[src/rtl/core/frm_pkg.sv]
// Shared types, constants and helpers for the fieldbus request framer.
// Used by frm_front, frm_queue, frm_back and fieldbus_request_framer_top.
// No dependencies.
package frm_pkg;

	// request kinds
	localparam logic [2:0] KIND_RD_COILS  = 3'd0;
	localparam logic [2:0] KIND_RD_INPUTS = 3'd1;
	localparam logic [2:0] KIND_RD_HOLD   = 3'd2;
	localparam logic [2:0] KIND_WR_SINGLE = 3'd3;
	localparam logic [2:0] KIND_WR_COILS  = 3'd4;
	localparam logic [2:0] KIND_WR_REGS   = 3'd5;

	// quantity limits
	localparam logic [15:0] COIL_READ_MAX  = 16'd2000;
	localparam logic [15:0] HOLD_READ_MAX  = 16'd125;
	localparam logic [15:0] COIL_WRITE_MAX = 16'd1968;
	localparam logic [15:0] REG_WRITE_MAX  = 16'd123;

	// result status codes
	localparam logic [1:0] ST_OK     = 2'd0;
	localparam logic [1:0] ST_QTY    = 2'd1;
	localparam logic [1:0] ST_ORPHAN = 2'd2;

	// configuration register indexes
	localparam logic CFG_UNIT_ID  = 1'b0;
	localparam logic CFG_TCP_MODE = 1'b1;

	localparam logic [15:0] CRC_INIT = 16'hFFFF;
	localparam logic [15:0] CRC_POLY = 16'hA001;

	// byte positions within a header frame (RTU starts at the unit id)
	localparam logic [3:0] P_TXN_HI  = 4'd0;
	localparam logic [3:0] P_TXN_LO  = 4'd1;
	localparam logic [3:0] P_PROT_HI = 4'd2;
	localparam logic [3:0] P_PROT_LO = 4'd3;
	localparam logic [3:0] P_LEN_HI  = 4'd4;
	localparam logic [3:0] P_LEN_LO  = 4'd5;
	localparam logic [3:0] P_UNIT    = 4'd6;
	localparam logic [3:0] P_FCODE   = 4'd7;
	localparam logic [3:0] P_ADDR_HI = 4'd8;
	localparam logic [3:0] P_ADDR_LO = 4'd9;
	localparam logic [3:0] P_CV_HI   = 4'd10;
	localparam logic [3:0] P_CV_LO   = 4'd11;
	localparam logic [3:0] P_BCNT    = 4'd12;
	localparam logic [3:0] P_CRC_LO  = 4'd13;
	localparam logic [3:0] P_CRC_HI  = 4'd14;

	// byte positions within a payload element
	localparam logic [3:0] Q_DATA_HI = 4'd0;
	localparam logic [3:0] Q_DATA_LO = 4'd1;
	localparam logic [3:0] Q_CRC_LO  = 4'd2;
	localparam logic [3:0] Q_CRC_HI  = 4'd3;

	localparam int QUEUE_DEPTH = 4;
	localparam int QPTR_W      = $clog2(QUEUE_DEPTH);

	typedef enum logic [1:0] {
		D_HDR,
		D_PAY,
		D_ERR_QTY,
		D_ERR_ORPHAN
	} dkind_t;

	// one classified item on its way from front to back
	typedef struct packed {
		dkind_t      dkind;
		logic [2:0]  kind;
		logic [15:0] addr;
		logic [15:0] cv;
		logic [15:0] pv;
		logic        tcp;
		logic [7:0]  unit;
		logic [15:0] txn;
		logic [7:0]  bcnt;
		logic        last;
	} desc_t;

	function automatic logic [7:0] fcode_of(input logic [2:0] kind);
		logic [7:0] f;
		case (kind)
			KIND_RD_COILS:  f = 8'd1;
			KIND_RD_INPUTS: f = 8'd2;
			KIND_RD_HOLD:   f = 8'd3;
			KIND_WR_SINGLE: f = 8'd6;
			KIND_WR_COILS:  f = 8'd15;
			KIND_WR_REGS:   f = 8'd16;
			default:        f = 8'd0;
		endcase
		return f;
	endfunction

	function automatic logic [15:0] crc_byte(input logic [15:0] crc, input logic [7:0] b);
		logic [15:0] c;
		c = crc ^ {8'h00, b};
		for (int i = 0; i < 8; i++) begin
			c = c[0] ? ((c >> 1) ^ CRC_POLY) : (c >> 1);
		end
		return c;
	endfunction

endpackage

[src/rtl/core/fieldbus_request_framer_top.sv]
// Top level of the fieldbus request framer: configuration registers and the
// front, queue and back ends. Depends on frm_pkg, frm_front, frm_queue, frm_back.
// Throughput: one frame byte per cycle from the back end unless the receiver stalls;
// a header is 7 to 13 bytes, a payload element 1 to 4, an error result one beat; the
// front end takes one item per cycle until the four-entry descriptor queue fills.
// Reset: registers cleared, transaction counter zero, CRC 0xFFFF, descriptor queue and result empty.
module fieldbus_request_framer_top (
	input  logic        clk,
	input  logic        arst_n,
	input  logic        cfg_we,
	input  logic        cfg_index,
	input  logic [7:0]  cfg_data,
	input  logic        push,
	output logic        full,
	input  logic        action,
	input  logic [2:0]  request_kind,
	input  logic [15:0] start_address,
	input  logic [15:0] count_or_value,
	input  logic [15:0] payload_value,
	output logic        empty,
	input  logic        pop,
	output logic [7:0]  frame_byte,
	output logic        last_of_frame,
	output logic [1:0]  status
);

	logic [7:0]     unit_id_q;
	logic           tcp_mode_q;
	logic           accept;
	frm_pkg::desc_t f_desc;
	frm_pkg::desc_t q_desc;
	logic           q_valid;
	logic           q_pop;

	always_ff @(posedge clk or negedge arst_n) begin
		if (!arst_n) begin
			unit_id_q  <= '0;
			tcp_mode_q <= 1'b0;
		end else if (cfg_we) begin
			case (cfg_index)
				frm_pkg::CFG_UNIT_ID:  unit_id_q  <= cfg_data;
				frm_pkg::CFG_TCP_MODE: tcp_mode_q <= cfg_data[0];
				default:               unit_id_q  <= unit_id_q;
			endcase
		end
	end

	assign accept = push && !full;

	frm_front u_front (
		.clk            (clk),
		.arst_n         (arst_n),
		.accept         (accept),
		.action         (action),
		.request_kind   (request_kind),
		.start_address  (start_address),
		.count_or_value (count_or_value),
		.payload_value  (payload_value),
		.unit_id        (unit_id_q),
		.tcp_mode       (tcp_mode_q),
		.desc           (f_desc)
	);

	frm_queue u_queue (
		.clk     (clk),
		.arst_n  (arst_n),
		.wr      (accept),
		.wr_desc (f_desc),
		.full    (full),
		.rd      (q_pop),
		.valid   (q_valid),
		.rd_desc (q_desc)
	);

	frm_back u_back (
		.clk           (clk),
		.arst_n        (arst_n),
		.q_valid       (q_valid),
		.q_desc        (q_desc),
		.q_pop         (q_pop),
		.empty         (empty),
		.pop           (pop),
		.frame_byte    (frame_byte),
		.last_of_frame (last_of_frame),
		.status        (status)
	);

endmodule

[src/rtl/core/frm_front.sv]
// Front end: accepts items, checks quantities and classifies each into a descriptor.
// Holds the transaction counter and pending payload state. Depends on frm_pkg.
module frm_front (
	input  logic                clk,
	input  logic                arst_n,
	input  logic                accept,
	input  logic                action,
	input  logic [2:0]          request_kind,
	input  logic [15:0]         start_address,
	input  logic [15:0]         count_or_value,
	input  logic [15:0]         payload_value,
	input  logic [7:0]          unit_id,
	input  logic                tcp_mode,
	output frm_pkg::desc_t      desc
);

	logic [15:0] txn_q;
	logic [7:0]  rem_q;
	logic [2:0]  pend_q;

	logic        pay_mode;
	logic        qty_ok;
	logic        multi;
	logic [16:0] coil_sum;
	logic [7:0]  bcnt;

	assign pay_mode = (rem_q != 8'd0);
	assign multi    = (request_kind == frm_pkg::KIND_WR_COILS) ||
		(request_kind == frm_pkg::KIND_WR_REGS);
	assign coil_sum = {1'b0, count_or_value} + 17'd7;

	always_comb begin
		case (request_kind)
			frm_pkg::KIND_RD_COILS, frm_pkg::KIND_RD_INPUTS:
				qty_ok = (count_or_value != 16'd0) && (count_or_value <= frm_pkg::COIL_READ_MAX);
			frm_pkg::KIND_RD_HOLD:
				qty_ok = (count_or_value != 16'd0) && (count_or_value <= frm_pkg::HOLD_READ_MAX);
			frm_pkg::KIND_WR_SINGLE:
				qty_ok = 1'b1;
			frm_pkg::KIND_WR_COILS:
				qty_ok = (count_or_value != 16'd0) && (count_or_value <= frm_pkg::COIL_WRITE_MAX);
			frm_pkg::KIND_WR_REGS:
				qty_ok = (count_or_value != 16'd0) && (count_or_value <= frm_pkg::REG_WRITE_MAX);
			default:
				qty_ok = 1'b0;
		endcase
	end

	// byte count fits in 8 bits once the quantity passed its limit
	always_comb begin
		case (request_kind)
			frm_pkg::KIND_WR_COILS: bcnt = coil_sum[10:3];
			frm_pkg::KIND_WR_REGS:  bcnt = {count_or_value[6:0], 1'b0};
			default:                bcnt = 8'd0;
		endcase
	end

	always_comb begin
		desc       = '0;
		desc.kind  = request_kind;
		desc.addr  = start_address;
		desc.cv    = count_or_value;
		desc.pv    = payload_value;
		desc.tcp   = tcp_mode;
		desc.unit  = unit_id;
		desc.txn   = txn_q + 16'd1;
		desc.bcnt  = bcnt;
		desc.last  = 1'b0;
		if (pay_mode) begin
			desc.dkind = frm_pkg::D_PAY;
			desc.kind  = pend_q;
			desc.last  = (rem_q == 8'd1);
		end else if (action) begin
			desc.dkind = frm_pkg::D_ERR_ORPHAN;
		end else if (!qty_ok) begin
			desc.dkind = frm_pkg::D_ERR_QTY;
		end else begin
			desc.dkind = frm_pkg::D_HDR;
		end
	end

	always_ff @(posedge clk or negedge arst_n) begin
		if (!arst_n) begin
			txn_q  <= '0;
			rem_q  <= '0;
			pend_q <= '0;
		end else if (accept) begin
			if (pay_mode) begin
				rem_q <= rem_q - 8'd1;
			end else if (!action && qty_ok) begin
				if (tcp_mode) begin
					txn_q <= txn_q + 16'd1;
				end
				if (multi) begin
					rem_q  <= (request_kind == frm_pkg::KIND_WR_COILS) ? bcnt
						: count_or_value[7:0];
					pend_q <= request_kind;
				end
			end
		end
	end

endmodule

[src/rtl/core/frm_queue.sv]
// Short descriptor queue between the front and back ends.
// Depends on frm_pkg for the descriptor type and depth.
module frm_queue (
	input  logic           clk,
	input  logic           arst_n,
	input  logic           wr,
	input  frm_pkg::desc_t wr_desc,
	output logic           full,
	input  logic           rd,
	output logic           valid,
	output frm_pkg::desc_t rd_desc
);

	localparam int CNT_W = $clog2(frm_pkg::QUEUE_DEPTH + 1);

	frm_pkg::desc_t             mem_q [frm_pkg::QUEUE_DEPTH];
	logic [frm_pkg::QPTR_W-1:0] wptr_q;
	logic [frm_pkg::QPTR_W-1:0] rptr_q;
	logic [CNT_W-1:0]           cnt_q;

	assign full    = (cnt_q == CNT_W'(frm_pkg::QUEUE_DEPTH));
	assign valid   = (cnt_q != '0);
	assign rd_desc = mem_q[rptr_q];

	always_ff @(posedge clk) begin
		if (wr) begin
			mem_q[wptr_q] <= wr_desc;
		end
	end

	always_ff @(posedge clk or negedge arst_n) begin
		if (!arst_n) begin
			wptr_q <= '0;
			rptr_q <= '0;
			cnt_q  <= '0;
		end else begin
			if (wr) begin
				wptr_q <= wptr_q + 1'b1;
			end
			if (rd) begin
				rptr_q <= rptr_q + 1'b1;
			end
			if (wr && !rd) begin
				cnt_q <= cnt_q + 1'b1;
			end else if (rd && !wr) begin
				cnt_q <= cnt_q - 1'b1;
			end
		end
	end

endmodule

[src/rtl/core/frm_back.sv]
// Back end: expands each descriptor into frame bytes, one per cycle unless the output
// stalls, and runs the CRC. Drives the result register. Depends on frm_pkg.
module frm_back (
	input  logic           clk,
	input  logic           arst_n,
	input  logic           q_valid,
	input  frm_pkg::desc_t q_desc,
	output logic           q_pop,
	output logic           empty,
	input  logic           pop,
	output logic [7:0]     frame_byte,
	output logic           last_of_frame,
	output logic [1:0]     status
);

	logic [3:0]  pos_q;
	logic        first_q;
	logic [15:0] crc_q;
	logic        out_valid_q;
	logic [7:0]  byte_q;
	logic        last_q;
	logic [1:0]  status_q;

	logic        adv;
	logic        is_hdr;
	logic        multi;
	logic        rtu;
	logic [3:0]  pos;
	logic [3:0]  start_pos;
	logic [3:0]  next_pos;
	logic [7:0]  len_lo;
	logic [7:0]  b;
	logic [1:0]  st;
	logic        done;
	logic        feed;
	logic [15:0] crc_base;

	assign is_hdr = (q_desc.dkind == frm_pkg::D_HDR);
	assign multi  = (q_desc.kind == frm_pkg::KIND_WR_COILS) ||
		(q_desc.kind == frm_pkg::KIND_WR_REGS);
	assign rtu    = !q_desc.tcp;
	assign len_lo = multi ? (8'd7 + q_desc.bcnt) : 8'd6;

	always_comb begin
		if (is_hdr) begin
			start_pos = rtu ? frm_pkg::P_UNIT : frm_pkg::P_TXN_HI;
		end else if (q_desc.kind == frm_pkg::KIND_WR_COILS) begin
			start_pos = frm_pkg::Q_DATA_LO;
		end else begin
			start_pos = frm_pkg::Q_DATA_HI;
		end
	end

	assign pos = first_q ? start_pos : pos_q;

	always_comb begin
		b        = 8'd0;
		st       = frm_pkg::ST_OK;
		done     = 1'b0;
		feed     = 1'b0;
		next_pos = pos + 4'd1;
		case (q_desc.dkind)
			frm_pkg::D_HDR: begin
				feed = rtu && (pos <= frm_pkg::P_BCNT);
				case (pos)
					frm_pkg::P_TXN_HI:  b = q_desc.txn[15:8];
					frm_pkg::P_TXN_LO:  b = q_desc.txn[7:0];
					frm_pkg::P_PROT_HI: b = 8'd0;
					frm_pkg::P_PROT_LO: b = 8'd0;
					frm_pkg::P_LEN_HI:  b = 8'd0;
					frm_pkg::P_LEN_LO:  b = len_lo;
					frm_pkg::P_UNIT:    b = q_desc.unit;
					frm_pkg::P_FCODE:   b = frm_pkg::fcode_of(q_desc.kind);
					frm_pkg::P_ADDR_HI: b = q_desc.addr[15:8];
					frm_pkg::P_ADDR_LO: b = q_desc.addr[7:0];
					frm_pkg::P_CV_HI:   b = q_desc.cv[15:8];
					frm_pkg::P_CV_LO: begin
						b = q_desc.cv[7:0];
						// single requests skip the byte count
						if (!multi) begin
							next_pos = frm_pkg::P_CRC_LO;
							done     = !rtu;
						end
					end
					frm_pkg::P_BCNT: begin
						b    = q_desc.bcnt;
						done = 1'b1;
					end
					frm_pkg::P_CRC_LO:  b = crc_q[7:0];
					frm_pkg::P_CRC_HI: begin
						b    = crc_q[15:8];
						done = 1'b1;
					end
					default:            b = 8'd0;
				endcase
			end
			frm_pkg::D_PAY: begin
				feed = rtu && (pos <= frm_pkg::Q_DATA_LO);
				case (pos)
					frm_pkg::Q_DATA_HI: b = q_desc.pv[15:8];
					frm_pkg::Q_DATA_LO: begin
						b    = q_desc.pv[7:0];
						done = !q_desc.last || !rtu;
					end
					frm_pkg::Q_CRC_LO:  b = crc_q[7:0];
					frm_pkg::Q_CRC_HI: begin
						b    = crc_q[15:8];
						done = 1'b1;
					end
					default:            b = 8'd0;
				endcase
			end
			frm_pkg::D_ERR_QTY: begin
				st   = frm_pkg::ST_QTY;
				done = 1'b1;
			end
			default: begin
				st   = frm_pkg::ST_ORPHAN;
				done = 1'b1;
			end
		endcase
	end

	// a header restarts the CRC on its first beat
	assign crc_base = (is_hdr && first_q) ? frm_pkg::CRC_INIT : crc_q;

	assign adv   = q_valid && (!out_valid_q || pop);
	assign q_pop = adv && done;
	assign empty = !out_valid_q;

	assign frame_byte    = byte_q;
	assign last_of_frame = last_q;
	assign status        = status_q;

	always_ff @(posedge clk) begin
		if (adv) begin
			byte_q   <= b;
			last_q   <= done && (q_desc.dkind != frm_pkg::D_PAY || q_desc.last || !is_hdr)
				&& !(q_desc.dkind == frm_pkg::D_PAY && !q_desc.last)
				&& !(is_hdr && multi);
			status_q <= st;
		end
	end

	always_ff @(posedge clk or negedge arst_n) begin
		if (!arst_n) begin
			pos_q       <= '0;
			first_q     <= 1'b1;
			crc_q       <= frm_pkg::CRC_INIT;
			out_valid_q <= 1'b0;
		end else begin
			if (adv) begin
				out_valid_q <= 1'b1;
				crc_q       <= feed ? frm_pkg::crc_byte(crc_base, b) : crc_base;
				first_q     <= done;
				pos_q       <= next_pos;
			end else if (pop) begin
				out_valid_q <= 1'b0;
			end
		end
	end

endmodule

[config.mk]
export PLATFORM = sky130hd
export DESIGN_NAME = fieldbus_request_framer_top
export DESIGN_NICKNAME = d
export VERILOG_FILES = /design/src/rtl/core/frm_pkg.sv /design/src/rtl/core/fieldbus_request_framer_top.sv /design/src/rtl/core/frm_front.sv /design/src/rtl/core/frm_queue.sv /design/src/rtl/core/frm_back.sv
export SDC_FILE = /design/constraint.sdc
export NUM_CORES = 1
export LEC_CHECK = 0
export ABC_AREA = 1
export BUFFER_PORTS_ARGS = -buffer_cell sky130_fd_sc_hd__buf_2
export CAP_MARGIN = 20
export CORE_MARGIN = 4
export CORE_UTILIZATION = 40
export CTS_CLUSTER_DIAMETER = 80
export DETAILED_ROUTE_END_ITERATION = 10
export PLACE_DENSITY = 0.63
export SLEW_MARGIN = 10
export SYNTH_ARGS = -nofsm -noshare
export SYNTH_HDL_FRONTEND = slang
export SYNTH_SLANG_ARGS = --single-unit
[constraint.sdc]
create_clock -name clk -period 7 [get_ports clk]
set_input_delay 0.7 -clock clk [delete_from_list [all_inputs] [get_ports clk]]
set_output_delay 0.7 -clock clk [all_outputs]
set_load 0.05 [all_outputs]
**Word level (Yosys, flattened, before mapping)**

Memories as Yosys holds them, arrays and structs flattened.
Index checks and enable logic that the tools add are counted.

- Flip-flop bits (word level): 76
- RAM bits: 348
- Output and inout bits: 13
- Word-level logic and storage cells: 168
- Memories kept: 1

- Add/subtract/negate cells: 9
- Order comparisons: 6
- Equal/unequal tests: 28
- Mux-type cells: 45
- Bitwise logic cells: 11
- Reduce and logical (&&, ||, !) cells: 53

Memory list:

| memory | depth | width | read ports | clocked after memory_dff | wr ports | RTL line | source |
|---|---|---|---|---|---|---|---|
| u_queue.mem_q | 4 | 87 | 1 | 0 | 1 | frm_queue.sv:16 | `frm_pkg::desc_t mem_q [frm_pkg::QUEUE_DEPTH];` |

Operators with widths:

| operator | number |
|---|---|
| 16-bit two-way mux | 10 |
| 8-bit one-hot mux with 12 select lines | 1 |
| 8-bit two-way mux | 5 |
| 16-bit by 11-bit less-or-equal comparator with 1-bit output (second input constant) | 2 |
| 16-bit by 7-bit less-or-equal comparator with 1-bit output (second input constant) | 2 |
| 8-bit one-hot mux with 2 select lines | 2 |
| 8-bit one-hot mux with 4 select lines | 1 |
| 5-bit one-hot mux with 6 select lines | 1 |
| 4-bit equality test (second input constant) | 7 |
| 2-bit inverter with 3-bit output | 8 |
| 4-bit two-way mux | 5 |
| 1-bit logical AND | 18 |
| 16-bit by 1-bit adder with 16-bit output (second input constant) | 1 |
| 16-bit nonzero test | 1 |
| 16-bit by 8-bit bitwise XOR with 16-bit output | 1 |
| 3-bit equality test (second input constant) | 5 |
| 3-bit by 2-bit equality test with 1-bit output (second input constant) | 4 |
| 4-bit by 3-bit equality test with 1-bit output (second input constant) | 3 |
| 3-bit two-way mux | 4 |
| 11-bit by 3-bit adder with 11-bit output (second input constant) | 1 |
| 1-bit logical NOT | 10 |
| 3-bit by 8-bit adder with 8-bit output (first input constant) | 1 |
| 4-bit by 2-bit equality test with 1-bit output (second input constant) | 2 |
| 8-bit by 1-bit equality test with 1-bit output (second input constant) | 1 |
| 29 further kinds | 56 |

**Longest topological paths before layout**

An unclocked memory read counts as a cell.

- Depth after elaboration: 26
- Depth in mapped cells: 36

**Modules after synthesis**

From an unflattened synthesis, not the netlist that was laid out.

- Cells, all modules: 2074
- Area total of the unflattened synthesis: 20812.5 µm²

By module, submodules not included:

| module | instances | cells an instance | area each (µm²) | seq. area each (µm²) |
|---|---|---|---|---|
| frm_queue | 1 | 1064 | 14335.0 | 10625.2 |
| frm_back | 1 | 583 | 3559.7 | 902.1 |
| frm_front | 1 | 385 | 2539.9 | 675.6 |
| fieldbus_request_framer_top | 1 | 42 | 377.9 | 225.2 |

**Worst setup path before layout**

No wires, ideal clock.

- Path type: input to register
- From: input port push
- To: memory u_queue.mem_q[0][0] (netlist name) (enable)
- Data arrival time: 4.813 ns
- Slack: 1.654 ns
- Stages on the path: 4
- Buffers on the path: 0
- Path through: inv_1 -> nor2_1 -> inv_1 -> nor2_1

- Longest elaborated chain between the ends: 3

Ends and longest elaborated chain:

| element | RTL line | source |
|---|---|---|
| start: declaration | fieldbus_request_framer_top.sv:13 | `input logic push,` |
| 1-bit logical AND | fieldbus_request_framer_top.sv:48 | `assign accept = push && !full;` |
| net accept | fieldbus_request_framer_top.sv:29 | `logic accept;` |
| 1-bit two-way mux | frm_queue.sv:26 | `if (wr) begin` |
| 1-bit two-way mux (implied by the code) | frm_queue.sv:27 | `mem_q[wptr_q] <= wr_desc;` |
| end: declaration | frm_queue.sv:16 |  |

The timed path passes the listed nets, and every way through them passes these cells.

**Worst setup path in the final report**

- From: register u_queue.rptr_q[0] (netlist name)
- To: register u_back.crc_q[0]

- Longest elaborated chain between the ends: 19
- Elaborated cells between the ends (all ways): 60
- Those cells by class: 1 x add/sub; 2 x order compare; 19 x eq/ne; 20 x mux; 9 x bitwise; 8 x reduce/logical; 1 x memory

Ends and longest elaborated chain:

| element | RTL line | source |
|---|---|---|
| start: declaration | frm_queue.sv:18 | `logic [frm_pkg::QPTR_W-1:0] rptr_q;` |
| start signal: assignment | frm_queue.sv:41 | `rptr_q <= rptr_q + 1'b1;` |
| memory 4 x 87 bit * | -- |  |
| 3-bit equality test | frm_pkg.sv:81, frm_back.sv:39, frm_back.sv:47 |  |
| 1-bit two-way mux | frm_back.sv:47 | `end else if (q_desc.kind == frm_pkg::KIND_WR_COILS) begin` |
| 4-bit two-way mux | frm_back.sv:45 | `if (is_hdr) begin` |
| 4-bit two-way mux | frm_back.sv:54 | `assign pos = first_q ? start_pos : pos_q;` |
| 4-bit equality test (tied with other cells) | frm_back.sv:65 | `case (pos)` |
| 8-bit one-hot mux with 12 select lines or 8-bit one-hot mux with 4 select lines (tied branches) | frm_back.sv:65, frm_back.sv:99 |  |
| 8-bit one-hot mux with 2 select lines * | frm_back.sv:62 | `case (q_desc.dkind)` |
| net u_back.b[2] | frm_back.sv:32 | `logic [7:0] b;` |
| 16-bit by 8-bit bitwise XOR with 16-bit output * | frm_pkg.sv:95 | `c = crc ^ {8'h00, b};` |
| 16-bit two-way mux * | frm_pkg.sv:97 | `c = c[0] ? ((c >> 1) ^ CRC_POLY) : (c >> 1);` |
| 2-bit inverter with 3-bit output (no source line) | -- |  |
| 16-bit two-way mux * (7 in a row) | frm_pkg.sv:97 |  |
| 16-bit two-way mux * | frm_back.sv:154 | `crc_q <= feed ? frm_pkg::crc_byte(crc_base, b) : crc_base;` |
| end signal: assignment | frm_back.sv:149 | `crc_q <= frm_pkg::CRC_INIT;` |
| end signal: assignment | frm_back.sv:154 |  |
| end: declaration | frm_back.sv:18 | `logic [15:0] crc_q;` |

The timed path passes the listed nets; every way through them passes the cells marked *.
A chain may end at the register's enable or synchronous reset.

==> results by group <==
Timing
  – Worst Max-Slew Pin Slew: ~1.0 ns
  – Final Skew: 0.0177 ns
  – Final setup fails: 0
  – Slew Viols, Final: 0
  – Max-slew headroom: 0.301
  – Period utilization: 0.875
  – Final min period: around 6.1 ns
  – Setup_tns: 0 ns
  – Achievable Freq: about 0.16 GHz
  – Hold Fails Final Rpt: 0
  – Unrepaired setup endpoints after global routing: no

Clocking
  – CTS tree: yes
  – H-Tree Depth: 2
  – Setup Fix Bufs, Post-CTS: 0
  – Hold buffer count at CTS: 0
  – Root Driver: clkbuf_16
  – Clk slew on worst S/H paths: roughly 0.060 ns
  – CTS resizes: 0
  – Maximum clock path buffer count: 3
  – Later-pin clock latency in the skew report: 0.57 ns
  – # clock sinks: between 400 and 500
  – Number of buffers created by CTS: 46

Drt
  – Met2 wire len: 22.7 mm
  – WL met1: 22.2 mm
  – Vias per cell: between 5 and 6
  – Met3 routed WL: about 3 mm
  – First-pass iteration count of the detailed router: 5
  – Max Used Layer: met5
  – Antenna-violating nets left: 0
  – DR vias: between 10,000 and 15,000
  – Iteration-0 DRC Markers: 1,148
  – Final WL: a little under 50 mm
  – Routed WL per cell: ~19 µm
  – DRC viols: 0

Setup path
  – Crit Path Class: reg2reg
  – Startpoint types: flop
  – Most frequent CP cell: nand2_1
  – Crit path max fanout: between 50 and 60
  – Crit path from: u_queue.rptr_q[0]$_DFFE_PN0P_
  – Worst Path Required: around 7.5 ns
  – RR Endpoint: u_back.crc_q[0]$_DFFE_PN1P_
  – Crit path arrival time: 6.63 ns
  – CP bufs+invs: 3
  – CP endpoint kind: flop
  – RR Startpoint: u_queue.rptr_q[0]$_DFFE_PN0P_
  – Worst setup path end: u_back.crc_q[0]$_DFFE_PN1P_
  – Slowest cell on the critical path: nor2_1
  – Top Family by Delay on Critical Path: simple AND/OR/NAND/NOR gates
  – CP Depth: 33
  – Reg2Reg Depth: 33
  – Reg2Reg Setup Slack: 0.88 ns
  – CP peak stage delay: 0.82 ns

Synth
  – Flops & latches, synth: 424
  – Share of the synthesized area in the top cell type: 0.561
  – Synth Flop Type: edfxtp_1
  – Synth Warn #: 0
  – Ys async rst share: 0.153
  – Area contributors post-synth: edfxtp_1, nand2_1, dfrtp_1
  – Post-Syn Area: 0.0192 mm²
  – Cell type with the largest total area after synthesis: edfxtp_1
  – Yosys cell types: 55
  – Syn Nets: 1,894
  – Most common cell in the netlist: nand2_1
  – Number of synthesized flops with an enable pin: 359
  – Share of the yosys chip area belonging to registers: 0.647
  – Synth Area per Inst: 10.6 µm²
  – Top cells by count, synth: nand2_1, edfxtp_1, nor2_1, o21ai_0, nand3_1
  – Mapped Cells: ~1,800

Layout
  – Sequential Area: between 0.01 and 0.015 mm²
  – Design Area, Final: around 0.022 mm²
  – Fillcell total: around 4,400
  – Area Growth Syn to Fin: 12.7%
  – Share of layout cells above drive strength 1: 0.135
  – Nets: just under 2,000
  – Area of the multi-input gates: just under 0.006 mm²
  – Final core occ: 0.454

Floorplan
  – Core box area: 0.0476 mm²
  – Rows: 80
  – I/O pin cnt: slightly below 80
  – Die X: around 230 µm
  – DIE AREA: around 0.052 mm²
  – Initial Util: 0.403
  – Die height: 227 µm

Placement
  – I/O Buffers: 78
  – Detailed Place HPWL: about 32 mm
  – GPL Wtd Cong: around 0.96
  – DP Area: around 0.02 mm²

Outcome
  – Outcome: finished clean

Global routing
  – Tot GR Track Use: 0.191
  – Initial antenna violation count: 3
  – First-pass GRT wire length: ~76 mm
  – Overflow after GRT: 0
  – Vias in the first global route: between 10,000 and 15,000
  – Largest net degree at the start of global routing: around 70

Power and ir drop
  – Worst ir drop on vdd: 243 µV
  – Cell Int Power: 0.00599 W
  – Leak pwr: roughly 8.2 nW
  – P_sw: between 0.004 and 0.005 W
  – Sw frac: 0.421
  – Seq pwr share: 0.352
  – Clock network power share: 0.232
  – Combinational share of power: 0.416
  – Power Density: around 480 mW/mm²

Flow run
  – Max-cap violations: 0

Min path
  – Hold crit path type: in2reg
cell usage in the layout (no fill, tap or decap), types with 7 or more instances in the layout:
| cell type | n |
|---|---|
| nand2_1 | 368 |
| edfxtp_1 | 359 |
| nor2_1 | 224 |
| o21ai_0 | 171 |
| nand3_1 | 128 |
| inv_1 | 113 |
| buf_2 | 78 |
| o22ai_1 | 49 |
| clkbuf_16 | 49 |
| dfrtp_1 | 46 |
| a21oi_1 | 43 |
| xor2_1 | 26 |
| buf_4 | 25 |
| nand2_2 | 23 |
| o21ai_1 | 22 |
| nand4_1 | 22 |
| nor3_1 | 18 |
| dfstp_2 | 17 |
| ha_1 | 15 |
| clkinv_2 | 10 |
| a22oi_1 | 9 |
| nor2_4 | 8 |
| clkinv_1 | 8 |
| clkbuf_1 | 8 |
| inv_2 | 7 |
| mux2_2 | 7 |
through the flow:
| stage | instances | hold WS [ns] | worst slack, ns | power, W |
|---|---|---|---|---|
| 2_1_floorplan | 1812 | 0.404 | 1.65 | 0.00680 |
| 3_5_place_dp | 2456 | 0.455 | 0.978 | 0.00797 |
| 6_report | 2544 | 0.341 | 0.876 | 0.0103 |
| 5_1_grt | 2542 | 0.323 | 0.410 | 0.0110 |
| 3_3_place_gp | 2455 | 0.452 | 1.07 | 0.00792 |
| 4_1_cts | 2542 | 0.308 | 0.948 | 0.0104 |
power groups by stage:
stage	logic (W)	registers, W	clock network [W]
final	0.00430	0.00364	0.00240
after global routing	0.00478	0.00368	0.00257
after CTS	0.00430	0.00363	0.00246
after detailed placement	0.00429	0.00368	0
after global placement	0.00425	0.00367	0
after floorplan	0.00309	0.00372	0
flip-flops by register name (all words and copies together), names as in the netlist:
| name | cells |
|---|---|
| u_queue.wptr_q | 2 |
| u_back.first_q | 1 |
| u_back.pos_q | 4 |
| u_back.crc_q | 16 |
| unit_id_q | 8 |
| u_back.frame_byte | 8 |
| u_back.out_valid_q | 1 |
| u_front.rem_q | 8 |
| u_back.last_of_frame | 1 |
| u_back.status | 2 |
| u_queue.cnt_q | 3 |
| u_front.pend_q | 3 |
| tcp_mode_q | 1 |
| u_queue.mem_q | 348 |
| u_queue.rptr_q | 2 |
| u_front.txn_q | 16 |
layer usage:
metal / vias to the layer above / global-route usage
li1: 6494 / -
met1: 6589 / 0.273
met2: 378 / 0.301
met3: 74 / 0.0328
met4: 4 / 0.0588
met5: - / 0
logic make-up after synthesis:
kind of cell / count (synthesis) / share of synthesized area
mux: 7 / 0.00410
compound gates: 328 / 0.0950
xor+xnor: 28 / 0.0128
simple gates: 811 / 0.182
buf+inv: 198 / 0.0487
fa+ha+maj: 16 / 0.0108
flops: 424 / 0.647
final cells by class:
cell class / count / area share
Multi-Input combinational cell: 1190 / 0.272
Timing Repair Buffer: 103 / 0.0267
Tap cell: 615 / 0.0355
Sequential cell: 424 / 0.574
Antenna cell: 2 / 0.000231
Clock inverter: 27 / 0.0109
Clock buffer: 59 / 0.0593
Inverter: 124 / 0.0216
worst min path at each step:
| stage | startpoint | endpoint | slack [ns] | cells past startpoint |
|---|---|---|---|---|
| 2_1_floorplan | arst_n | tcp_mode_q$_DFFE_PN0P_ | 0.40 | 0 |
| 3_3_place_gp | u_front.pend_q[2]$_DFFE_PN0P_ | u_front.pend_q[2]$_DFFE_PN0P_ | 0.45 | 2 |
| 3_5_place_dp | u_front.pend_q[2]$_DFFE_PN0P_ | u_front.pend_q[2]$_DFFE_PN0P_ | 0.46 | 2 |
| 4_1_cts | cfg_we | tcp_mode_q$_DFFE_PN0P_ | 0.31 | 2 |
| 5_1_grt | start_address[3] | u_queue.mem_q[2][69]$_DFFE_PP_ | 0.32 | 1 |
| 6_report | cfg_we | tcp_mode_q$_DFFE_PN0P_ | 0.34 | 2 |
Note: power is estimated with default switching activity, not from simulation.
